File: config.mk
export PLATFORM = sky130hd
export DESIGN_NAME = ipv4_tcp_udp_checksum_generator
export DESIGN_NICKNAME = d
export VERILOG_FILES = /design/src/hdl/ipv4cs_pkg.sv /design/src/hdl/ipv4_tcp_udp_checksum_generator.sv
export SDC_FILE = /design/constraint.sdc
export NUM_CORES = 1
export LEC_CHECK = 0
export ABC_AREA = 1
export BUFFER_PORTS_ARGS = -buffer_cell sky130_fd_sc_hd__buf_2
export CORE_UTILIZATION = 49
export DETAILED_ROUTE_END_ITERATION = 10
export GPL_TIMING_DRIVEN = 0
export PLACE_DENSITY_LB_ADDON = 0.12
export SYNTH_ARGS = -nofsm -noshare
export SYNTH_HDL_FRONTEND = slang
export SYNTH_SLANG_ARGS = --single-unit
File: constraint.sdc
create_clock -name clk -period 12.6 [get_ports clk]
set_input_delay 1.89 -clock clk [delete_from_list [all_inputs] [get_ports clk]]
set_output_delay 1.89 -clock clk [all_outputs]
set_load 0.03 [all_outputs]
File: src/hdl/ipv4cs_pkg.sv
package ipv4cs_pkg;

    localparam int MAX_PACKET_BYTES_DEF = 65535;
    localparam int MIN_HEADER_BYTES     = 20;
    localparam int CALC_W               = 17;

    localparam logic [7:0] PROTO_TCP = 8'd6;
    localparam logic [7:0] PROTO_UDP = 8'd17;

    typedef enum logic [1:0] {
        STATUS_OK    = 2'd0,
        STATUS_BAD   = 2'd1,
        STATUS_PROTO = 2'd2
    } status_t;

    // end-around carry fold of a sum of up to four 16-bit words
    function automatic logic [15:0] fold18(input logic [17:0] s);
        logic [16:0] s1;
        logic [16:0] s2;
        s1 = {1'b0, s[15:0]} + {15'd0, s[17:16]};
        s2 = {1'b0, s1[15:0]} + {16'd0, s1[16]};
        return s2[15:0];
    endfunction

    function automatic logic [15:0] ones_add(input logic [15:0] a, input logic [15:0] b);
        return fold18({2'b00, a} + {2'b00, b});
    endfunction

endpackage

File: src/hdl/ipv4_tcp_udp_checksum_generator.sv
// The beat carrying last_byte passes the input register, then the result register, to out_valid.
// Throughput: one byte beat per cycle, unless a last beat waits on a stalled result;
// the next packet may follow directly. The whole checksum update for one byte is done
// between the single input register and the result register.
// rst_n clears the byte count, all running sums, the header fields and both valid flags.
module ipv4_tcp_udp_checksum_generator #(
    parameter int MAX_PACKET_BYTES = ipv4cs_pkg::MAX_PACKET_BYTES_DEF
) (
    input  logic        clk,
    input  logic        rst_n,
    input  logic        in_valid,
    output logic        in_ready,
    input  logic [7:0]  pkt_byte,
    input  logic        last_byte,
    output logic        out_valid,
    input  logic        out_ready,
    output logic [15:0] ip_header_sum,
    output logic [15:0] transport_sum,
    output logic [1:0]  status
);
    import ipv4cs_pkg::*;

    localparam int CNT_W = $clog2(MAX_PACKET_BYTES + 1);

    // input stage
    logic       in_valid_reg;
    logic       in_valid_next;
    logic [7:0] byte_reg;
    logic       last_reg;

    // packet state
    logic [CNT_W-1:0] byte_count_reg;
    logic [CNT_W-1:0] byte_count_next;
    logic [5:0]       header_bytes_reg;
    logic [5:0]       header_bytes_next;
    logic [7:0]       protocol_reg;
    logic [7:0]       protocol_next;
    logic [15:0]      header_accum_reg;
    logic [15:0]      header_accum_next;
    logic [15:0]      transport_accum_reg;
    logic [15:0]      transport_accum_next;
    logic [7:0]       pending_high_reg;
    logic [7:0]       pending_high_next;
    logic             overflow_reg;
    logic             overflow_next;

    // result stage
    logic        out_valid_reg;
    logic        out_valid_next;
    logic [15:0] ip_sum_reg;
    logic [15:0] tr_sum_reg;
    logic [1:0]  status_reg;

    logic              accept_in;
    logic              advance;
    logic              drop;
    logic [CALC_W-1:0] pos;
    logic [CALC_W-1:0] hb;
    logic [CALC_W-1:0] toff;
    logic [CALC_W-1:0] n;
    logic              tr_field;
    logic              zero_byte;
    logic [7:0]        v;
    logic              even;
    logic [15:0]       word;
    logic              add_en;
    logic              in_hdr;
    logic              in_pseudo;
    logic [15:0]       hdr_word;
    logic [15:0]       tr_word;
    logic [15:0]       hdr_sum;
    logic [15:0]       tr_sum_upd;
    logic              ovf;
    logic              bad;
    logic              is_l4;
    logic [15:0]       l4_len;
    logic [17:0]       tr_total;
    logic [15:0]       ip_res;
    logic [15:0]       tr_res;
    status_t           status_res;

    assign accept_in = in_valid && in_ready;
    assign advance   = in_valid_reg && (!last_reg || !out_valid_reg || out_ready);
    assign in_ready  = !in_valid_reg || advance;

    always_comb
    begin
        pos  = CALC_W'(byte_count_reg);
        hb   = CALC_W'(header_bytes_reg);
        drop = byte_count_reg >= CNT_W'(MAX_PACKET_BYTES);
        toff = pos - hb;

        tr_field = 1'b0;
        if (pos >= hb)
        begin
            if (protocol_reg == PROTO_TCP)
                tr_field = (toff == CALC_W'(16)) || (toff == CALC_W'(17));
            else if (protocol_reg == PROTO_UDP)
                tr_field = (toff == CALC_W'(6)) || (toff == CALC_W'(7));
        end

        // header checksum field and transport checksum field count as zero
        zero_byte = (pos == CALC_W'(10)) || (pos == CALC_W'(11)) || tr_field;
        v         = zero_byte ? 8'h00 : byte_reg;
        even      = !pos[0];
        word      = even ? {v, 8'h00} : {pending_high_reg, v};
        add_en    = !drop && (!even || last_reg);
        in_hdr    = pos < hb;
        in_pseudo = (pos >= CALC_W'(12)) && (pos < CALC_W'(20));
        hdr_word  = (add_en && in_hdr) ? word : 16'h0000;
        tr_word   = (add_en && (!in_hdr || in_pseudo)) ? word : 16'h0000;

        hdr_sum    = ones_add(header_accum_reg, hdr_word);
        tr_sum_upd = ones_add(transport_accum_reg, tr_word);

        n   = drop ? pos : pos + CALC_W'(1);
        ovf = overflow_reg || drop;
        bad = ovf || (n < CALC_W'(MIN_HEADER_BYTES)) || (hb < CALC_W'(MIN_HEADER_BYTES))
              || (n < hb);
        is_l4  = (protocol_reg == PROTO_TCP) || (protocol_reg == PROTO_UDP);
        l4_len = 16'(n - hb);

        // pseudo-header protocol and length go in with the last word in one fold
        tr_total = {2'b00, transport_accum_reg} + {2'b00, tr_word}
                   + {10'd0, protocol_reg} + {2'b00, l4_len};

        if (bad)
        begin
            ip_res     = 16'h0000;
            tr_res     = 16'h0000;
            status_res = STATUS_BAD;
        end
        else if (is_l4)
        begin
            ip_res     = ~hdr_sum;
            tr_res     = ~fold18(tr_total);
            status_res = STATUS_OK;
        end
        else
        begin
            ip_res     = ~hdr_sum;
            tr_res     = 16'h0000;
            status_res = STATUS_PROTO;
        end
    end

    always_comb
    begin
        byte_count_next      = byte_count_reg;
        header_bytes_next    = header_bytes_reg;
        protocol_next        = protocol_reg;
        header_accum_next    = header_accum_reg;
        transport_accum_next = transport_accum_reg;
        pending_high_next    = pending_high_reg;
        overflow_next        = overflow_reg;
        if (advance)
        begin
            if (last_reg)
            begin
                byte_count_next      = '0;
                header_bytes_next    = '0;
                protocol_next        = '0;
                header_accum_next    = '0;
                transport_accum_next = '0;
                pending_high_next    = '0;
                overflow_next        = 1'b0;
            end
            else
            begin
                overflow_next        = ovf;
                header_accum_next    = hdr_sum;
                transport_accum_next = tr_sum_upd;
                if (!drop)
                begin
                    byte_count_next = CNT_W'(n);
                    if (pos == CALC_W'(0))
                        header_bytes_next = {byte_reg[3:0], 2'b00};
                    if (pos == CALC_W'(9))
                        protocol_next = byte_reg;
                    if (even)
                        pending_high_next = v;
                end
            end
        end
    end

    assign in_valid_next  = accept_in ? 1'b1 : (advance ? 1'b0 : in_valid_reg);
    assign out_valid_next = (advance && last_reg) ? 1'b1 : (out_ready ? 1'b0 : out_valid_reg);

    always_ff @(posedge clk or negedge rst_n)
    begin
        if (!rst_n)
        begin
            in_valid_reg        <= 1'b0;
            out_valid_reg       <= 1'b0;
            byte_count_reg      <= '0;
            header_bytes_reg    <= '0;
            protocol_reg        <= '0;
            header_accum_reg    <= '0;
            transport_accum_reg <= '0;
            pending_high_reg    <= '0;
            overflow_reg        <= 1'b0;
        end
        else
        begin
            in_valid_reg        <= in_valid_next;
            out_valid_reg       <= out_valid_next;
            byte_count_reg      <= byte_count_next;
            header_bytes_reg    <= header_bytes_next;
            protocol_reg        <= protocol_next;
            header_accum_reg    <= header_accum_next;
            transport_accum_reg <= transport_accum_next;
            pending_high_reg    <= pending_high_next;
            overflow_reg        <= overflow_next;
        end
    end

    // payload registers: hold the beat and the result
    always_ff @(posedge clk)
    begin
        if (accept_in)
        begin
            byte_reg <= pkt_byte;
            last_reg <= last_byte;
        end
        if (advance && last_reg)
        begin
            ip_sum_reg <= ip_res;
            tr_sum_reg <= tr_res;
            status_reg <= status_res;
        end
    end

    assign out_valid     = out_valid_reg;
    assign ip_header_sum = ip_sum_reg;
    assign transport_sum = tr_sum_reg;
    assign status        = status_reg;

endmodule

==> flow_summary.json, run 1 <==
{
  "outcome": "completed",
  "critPathMaxStageDelay_ps": 520,
  "ant_nets": 0,
  "fmax_ghz": 0.0920,
  "fillers": 2097,
  "cp-end-kind": "flop",
  "placed_area_um2": 11400,
  "path_class": "flop to flop",
  "num_vias": 10700,
  "finalSetupViolCount": 0,
  "drt_pass1_iterations": 5,
  "cts_hold_buf": 0,
  "fin_nets": 1791,
  "htreeDepth": 4,
  "r2r_slack_ps": 1730,
  "synth_edf_count": 43,
  "cts_setup_buffers": 0,
  "antenna_found_initial": 0,
  "die_w_um": 150,
  "synth-warning-count": 0,
  "synth_area_um2": 10800,
  "drt_iter0_markers": 909,
  "syn2layout_area_growth_pct": 11.3,
  "synth_area_leaders": "nand2_1 17%, dfrtp_1 17%, edfxtp_1 12%, ha_1 9.3%, inv_1 7.8%",
  "hold_depth": 2,
  "critPathSlowestCell": "fa_1",
  "yosys.area.top_type_share_pct": 17.5,
  "final_common_cell": "nand2_1",
  "grt_pass1_vias": 9538,
  "cp_max_fo": 10,
  "ys_types": 51,
  "whs_endpoint": "pending_high_reg[6]",
  "clockRootBuffer": "clkbuf_16",
  "die_y_um": 150,
  "finalInstanceArea_um2": 12000,
  "vdd_ir_drop_max_v": 0.000116,
  "rsz0062_at_grt": "false",
  "place.gp.congestion": 0.902,
  "tightest_slew_ps": 908,
  "die-area_um2": 22600,
  "clk_latency_ps": 440,
  "finalCriticalPeriod_ps": 10870,
  "ios": 49,
  "critPathLaunch": "byte_count_reg[2]",
  "period_share_pct": 86.3,
  "yosys.area.top_type": "nand2_1",
  "groute.usage.overall_pct": 28.1,
  "n_antenna_cell": 0,
  "core_area_um2": 21300,
  "hp-class": "flop to flop",
  "maxSlewHeadroom_pct": 39.4,
  "yosysSeqAreaShare_pct": 28.5,
  "hold_viol": 0,
  "clkSinkCount": 114,
  "wl_per_cell_um": 15.3,
  "cts_tree": "built",
  "hpwl_um": 24200,
  "cp_common_cell": "nand2_1",
  "grt-ovfl-total": 0,
  "grt_max_degree": 62,
  "rows": 53,
  "clkTransAtPathRegs_ps": 60,
  "ys_ff_latch": 114,
  "synth.net_count": 1723,
  "finClkSkew_ps": 11.6,
  "post_cts_resized": 0,
  "r2r_end": "transport_sum[15]",
  "async_flop_share_pct": 62.3,
  "portBuffers": 48,
  "via_per_inst": 5.41,
  "arrival_ps": 11050,
  "worst_setup_path_start_kind": "flop",
  "worstReg2RegStart": "byte_count_reg[2]",
  "synthCells": 1616,
  "clockBufferDepth": 2,
  "tns_ps": 0,
  "final_layout_size_suffix_gt1_share_pct": 7.37,
  "ys.flop_type": "dfrtp_1",
  "syn_area_per_cell_um2": 6.66,
  "numCtsBuffers": 17,
  "critPathRequiredTime_ps": 12770,
  "cellLeakagePower_nw": 6.19,
  "start_util_pct": 50.5,
  "grt_pass1_wl_um": 48600,
  "drc": 0,
  "min-delay-start": "pending_high_reg[6]",
  "wl_um": 30200,
  "cap_violations": 0,
  "p_per_area_nw_per_um2": 218,
  "drv_slew": 0,
  "final_cell_mix": "501 x nand2_1, 223 x inv_1, 172 x nor2_1, 155 x nand3_1, 80 x ha_1",
  "rr_worst_depth": 64
}
synth_stat cells (2+ instances only):
master / instances
nor2_2: 6
clkbuf_2: 2
nand3_2: 2
a32o_1: 8
o31ai_1: 5
edfxtp_1: 43
buf_6: 2
a21o_1: 3
nor3_2: 2
o22ai_1: 12
a31oi_1: 2
o21bai_1: 3
nand2_2: 5
nand4_1: 36
nand3_1: 155
nor4_1: 4
nor3_1: 15
a22o_1: 6
or2_2: 6
a21oi_1: 74
inv_1: 224
clkinv_1: 2
ha_1: 80
xnor2_1: 7
clkbuf_1: 12
o2111ai_1: 2
nand4_2: 2
nor2_1: 172
nand2_1: 501
fa_1: 14
o21ai_0: 68
o21a_1: 4
xor2_1: 32
dfrtp_1: 71
a21oi_2: 8
nand3b_1: 11
cells by family (layout without fill, tap and decap cells):
| group | after synthesis | after routing | share of synthesized area, % |
|---|---|---|---|
| DFF | 114 | 114 | 28.5 |
| and+or+nand+nor | 922 | 922 | 36.6 |
| AOI/OAI and AO/OA | 200 | 200 | 10.9 |
| adders and majority gates | 94 | 94 | 11.9 |
| buffers and inverters | 246 | 327 | 8.79 |
| xor gates and xnor gates | 40 | 40 | 3.33 |
layer usage:
layer,GRT usage (%),vias up,routed length (µm)
li1,-,5437,-
met1,41.7,4877,15100
met2,42.1,331,12800
met3,5.00,31,1950
met4,6.16,0,380
met5,0,-,0
how the worst max path moves through the flow:
stage,to,slack [ps],cells past startpoint
5_1_grt,transport_sum[14],560,64
3_5_place_dp,transport_sum[14],1800,64
4_1_cts,transport_sum[14],1780,64
2_1_floorplan,transport_sum[14],3850,64
3_3_place_gp,transport_sum[14],1900,64
6_report,transport_sum[15],1730,64
power by group:
group	internal [mW]	switching, mW
sequential	0.434	0.0383
clock	0.303	0.208
combinational	0.531	1.10
area by class of cell:
type	count	area [µm²]	area share, %
inverter	227	852	7.11
clock buffer	18	439	3.67
tap	275	344	2.87
clock inverter	14	168	1.40
multi-input combinational	1256	6750	56.3
sequential	114	3070	25.6
buffer	19	93.8	0.783
timing repair buffer	49	270	2.26
critical path, delay by kind of cell (launching register included):
kind                       cells  cell delay, ps
and+or+nand+nor               43            5550
xor gates and xnor gates       1             260
AOI/OAI and AO/OA              5            1060
adders and majority gates      8            2570
buffers and inverters          7             710
DFF                            1             460
through the flow:
step / std cells / util, % / hold slack (ps) / setup WS (ps) / power [mW]
6_report: 1972 / 56.3 / 488 / 1730 / 2.61
5_1_grt: 1972 / 56.3 / 510 / 563 / 2.88
4_1_cts: 1972 / 56.3 / 492 / 1780 / 2.60
3_5_place_dp: 1940 / 53.4 / 474 / 1800 / 2.08
3_3_place_gp: 1939 / 53.3 / 467 / 1900 / 2.05
2_1_floorplan: 1616 / - / 453 / 3850 / 1.74
(Power assumes the default switching activity.)
==> inputs of run 2 (changes only) <==
--- a/config.mk
+++ b/config.mk
@@ -7,10 +7,10 @@
 export LEC_CHECK = 0
 export ABC_AREA = 1
 export BUFFER_PORTS_ARGS = -buffer_cell sky130_fd_sc_hd__buf_2
-export CORE_UTILIZATION = 49
+export CORE_UTILIZATION = 50
 export DETAILED_ROUTE_END_ITERATION = 10
 export GPL_TIMING_DRIVEN = 0
-export PLACE_DENSITY_LB_ADDON = 0.12
+export PLACE_DENSITY = 0.7
 export SYNTH_ARGS = -nofsm -noshare
 export SYNTH_HDL_FRONTEND = slang
 export SYNTH_SLANG_ARGS = --single-unit
==> run 2 against run 1 <==
Register-to-register slack worse by 240 ps. Die area shrank 2.0%. Final cell count unchanged. Count of clock-buffer cells in the layout decreased by 1. Final area is the same. Hold slack better by 2.1 ps. Total power is 0.47% higher. Clock skew up 3.8 ps.
==> flow_summary.json, run 2 (synthesis results as in run 1) <==
{
  "outcome": "completed",
  "finClkSkew_ps": 15.4,
  "grt_pass1_wl_um": 48900,
  "antenna_found_initial": 0,
  "worst_setup_path_start_kind": "flop",
  "die-area_um2": 22100,
  "power_mw": 2.62,
  "p_per_area_nw_per_um2": 219,
  "critPathRequiredTime_ps": 12770,
  "drt_pass1_iterations": 7,
  "fmax_ghz": 0.0900,
  "dp_worst_setup_slack_ps": 1760,
  "busiest_layer": "met2",
  "cp-end-kind": "flop",
  "finalCriticalPeriod_ps": 11110,
  "grt_max_degree": 55,
  "cp_common_cell": "nand2_1",
  "cts_setup_buffers": 0,
  "p_sw_mw": 1.34,
  "grt_use_met3_pct": 5.28,
  "rows": 53,
  "maxSlewHeadroom_pct": 40.2,
  "die_w_um": 149,
  "wl_per_cell_um": 15.4,
  "seq_area_um2": 3070,
  "drt_iter0_markers": 915,
  "placed_area_um2": 11400,
  "place.gp.congestion": 0.969,
  "via_per_inst": 5.42,
  "finalSetupViolCount": 0,
  "die_y_um": 149,
  "p_clk_share_pct": 19.3,
  "critPathSlowestCell": "fa_1",
  "core_area_um2": 21100,
  "grt_pass1_vias": 9791,
  "clk_latency_ps": 430,
  "cellLeakagePower_nw": 6.18,
  "portBuffers": 48,
  "clockBufferDepth": 2,
  "cts_hold_buf": 0,
  "sw_frac_of_total_pct": 51.2,
  "hpwl_um": 24100,
  "clockRootBuffer": "clkbuf_16",
  "syn2layout_area_growth_pct": 11.3,
  "period_share_pct": 88.2,
  "start_util_pct": 51.0,
  "clkSinkCount": 114,
  "critPathMaxStageDelay_ps": 530,
  "hp-class": "flop to flop",
  "grt_use_met1_pct": 39.5,
  "htreeDepth": 4,
  "ios": 49,
  "grt_use_met2_pct": 44.6,
  "combPwrFrac_pct": 62.7,
  "multi_input_area_um2": 6750,
  "finalInstanceArea_um2": 12000,
  "drc": 0,
  "wl_um": 30400,
  "fillers": 2049,
  "numCtsBuffers": 17,
  "n_antenna_cell": 0,
  "cts_tree": "built",
  "grt-ovfl-total": 0,
  "post_cts_resized": 0,
  "ant_nets": 0,
  "final_common_cell": "nand2_1",
  "cp_max_fo": 10,
  "groute.usage.overall_pct": 28.5,
  "vdd_ir_drop_max_v": 0.000108,
  "drv_slew": 0,
  "hold_viol": 0,
  "rsz0062_at_grt": "false",
  "clkTransAtPathRegs_ps": 60,
  "final_layout_size_suffix_gt1_share_pct": 7.25,
  "tightest_slew_ps": 896,
  "path_class": "flop to flop",
  "pwr-share-seq_pct": 18.0,
  "tns_ps": 0,
  "p_int_mw": 1.28,
  "cap_violations": 0,
  "final_cell_mix": "501 x nand2_1, 223 x inv_1, 172 x nor2_1, 155 x nand3_1, 80 x ha_1",
  "setup_slack_ps": 1490,
  "num_vias": 10700,
  "arrival_ps": 11280,
  "fin_nets": 1791
}
==> run 2: cell count changes in the layout (fill, tap and decap cells not counted) <==
cell / delta
clkinv_1: +2
clkinv_4: +2
clkinvlp_4: +1
bufinv_16: +1
inv_6: -3
clkbuf_8: -1
inv_8: -2
==> run 2: path summary, 6_finish.rpt <==
check	startpoint	to	slack, ps	depth (start not counted)
min in group asynchronous	rst_n	header_accum_reg[9]	1350	1
worst max register to register	byte_count_reg[2]	transport_sum[14]	1490	64
worst min-delay path	pending_high_reg[0]	pending_high_reg[0]	490	2
worst max-delay path	byte_count_reg[2]	transport_sum[14]	1490	64
max in group asynchronous	rst_n	byte_count_reg[12]	10660	2
worst min register to register	pending_high_reg[0]	pending_high_reg[0]	490	2
==> run 2: power by group through the flow <==
stage / clock [mW] / sequential, mW / combinational [mW]
6_report: 0.505 / 0.473 / 1.65
2_1_floorplan: 0 / 0.477 / 1.26
3_3_place_gp: 0 / 0.478 / 1.57
5_1_grt: 0.529 / 0.478 / 1.89
4_1_cts: 0.511 / 0.472 / 1.63
3_5_place_dp: 0 / 0.478 / 1.61
==> run 2: per-layer routing <==
layer,share of wire (%),vias to the layer above
li1,-,5436
met3,6.4,39
met2,44,339
met4,2.0,0
met5,0,-
met1,47,4872
==> run 2: metrics by stage <==
step	hold slack [ps]	std cells	util (%)
after floorplan	453	1616	-
after global placement	471	1939	53.8
after detailed placement	474	1940	53.9
after CTS	490	1972	56.8
after global routing	517	1972	56.8
final	490	1972	56.8
==> run 2: worst max-delay path, delay by kind of cell (launching register included) <==
kind | cells | cell delay (ps)
AND/OR/NAND/NOR | 42 | 5510
buffers and inverters | 7 | 740
adder cells (fa/ha/maj) | 8 | 2650
flip-flops | 1 | 450
XOR/XNOR | 1 | 190
AO/OA/AOI/OAI | 6 | 1310
==> run 2: layout make-up <==
class / count / share of cell area [%]
buffer: 19 / 0.783
sequential: 114 / 25.6
inverter: 227 / 7.11
timing repair buffer: 49 / 2.26
tap: 275 / 2.87
clock inverter: 15 / 1.51
clock buffer: 17 / 3.55
multi-input combinational: 1256 / 56.3
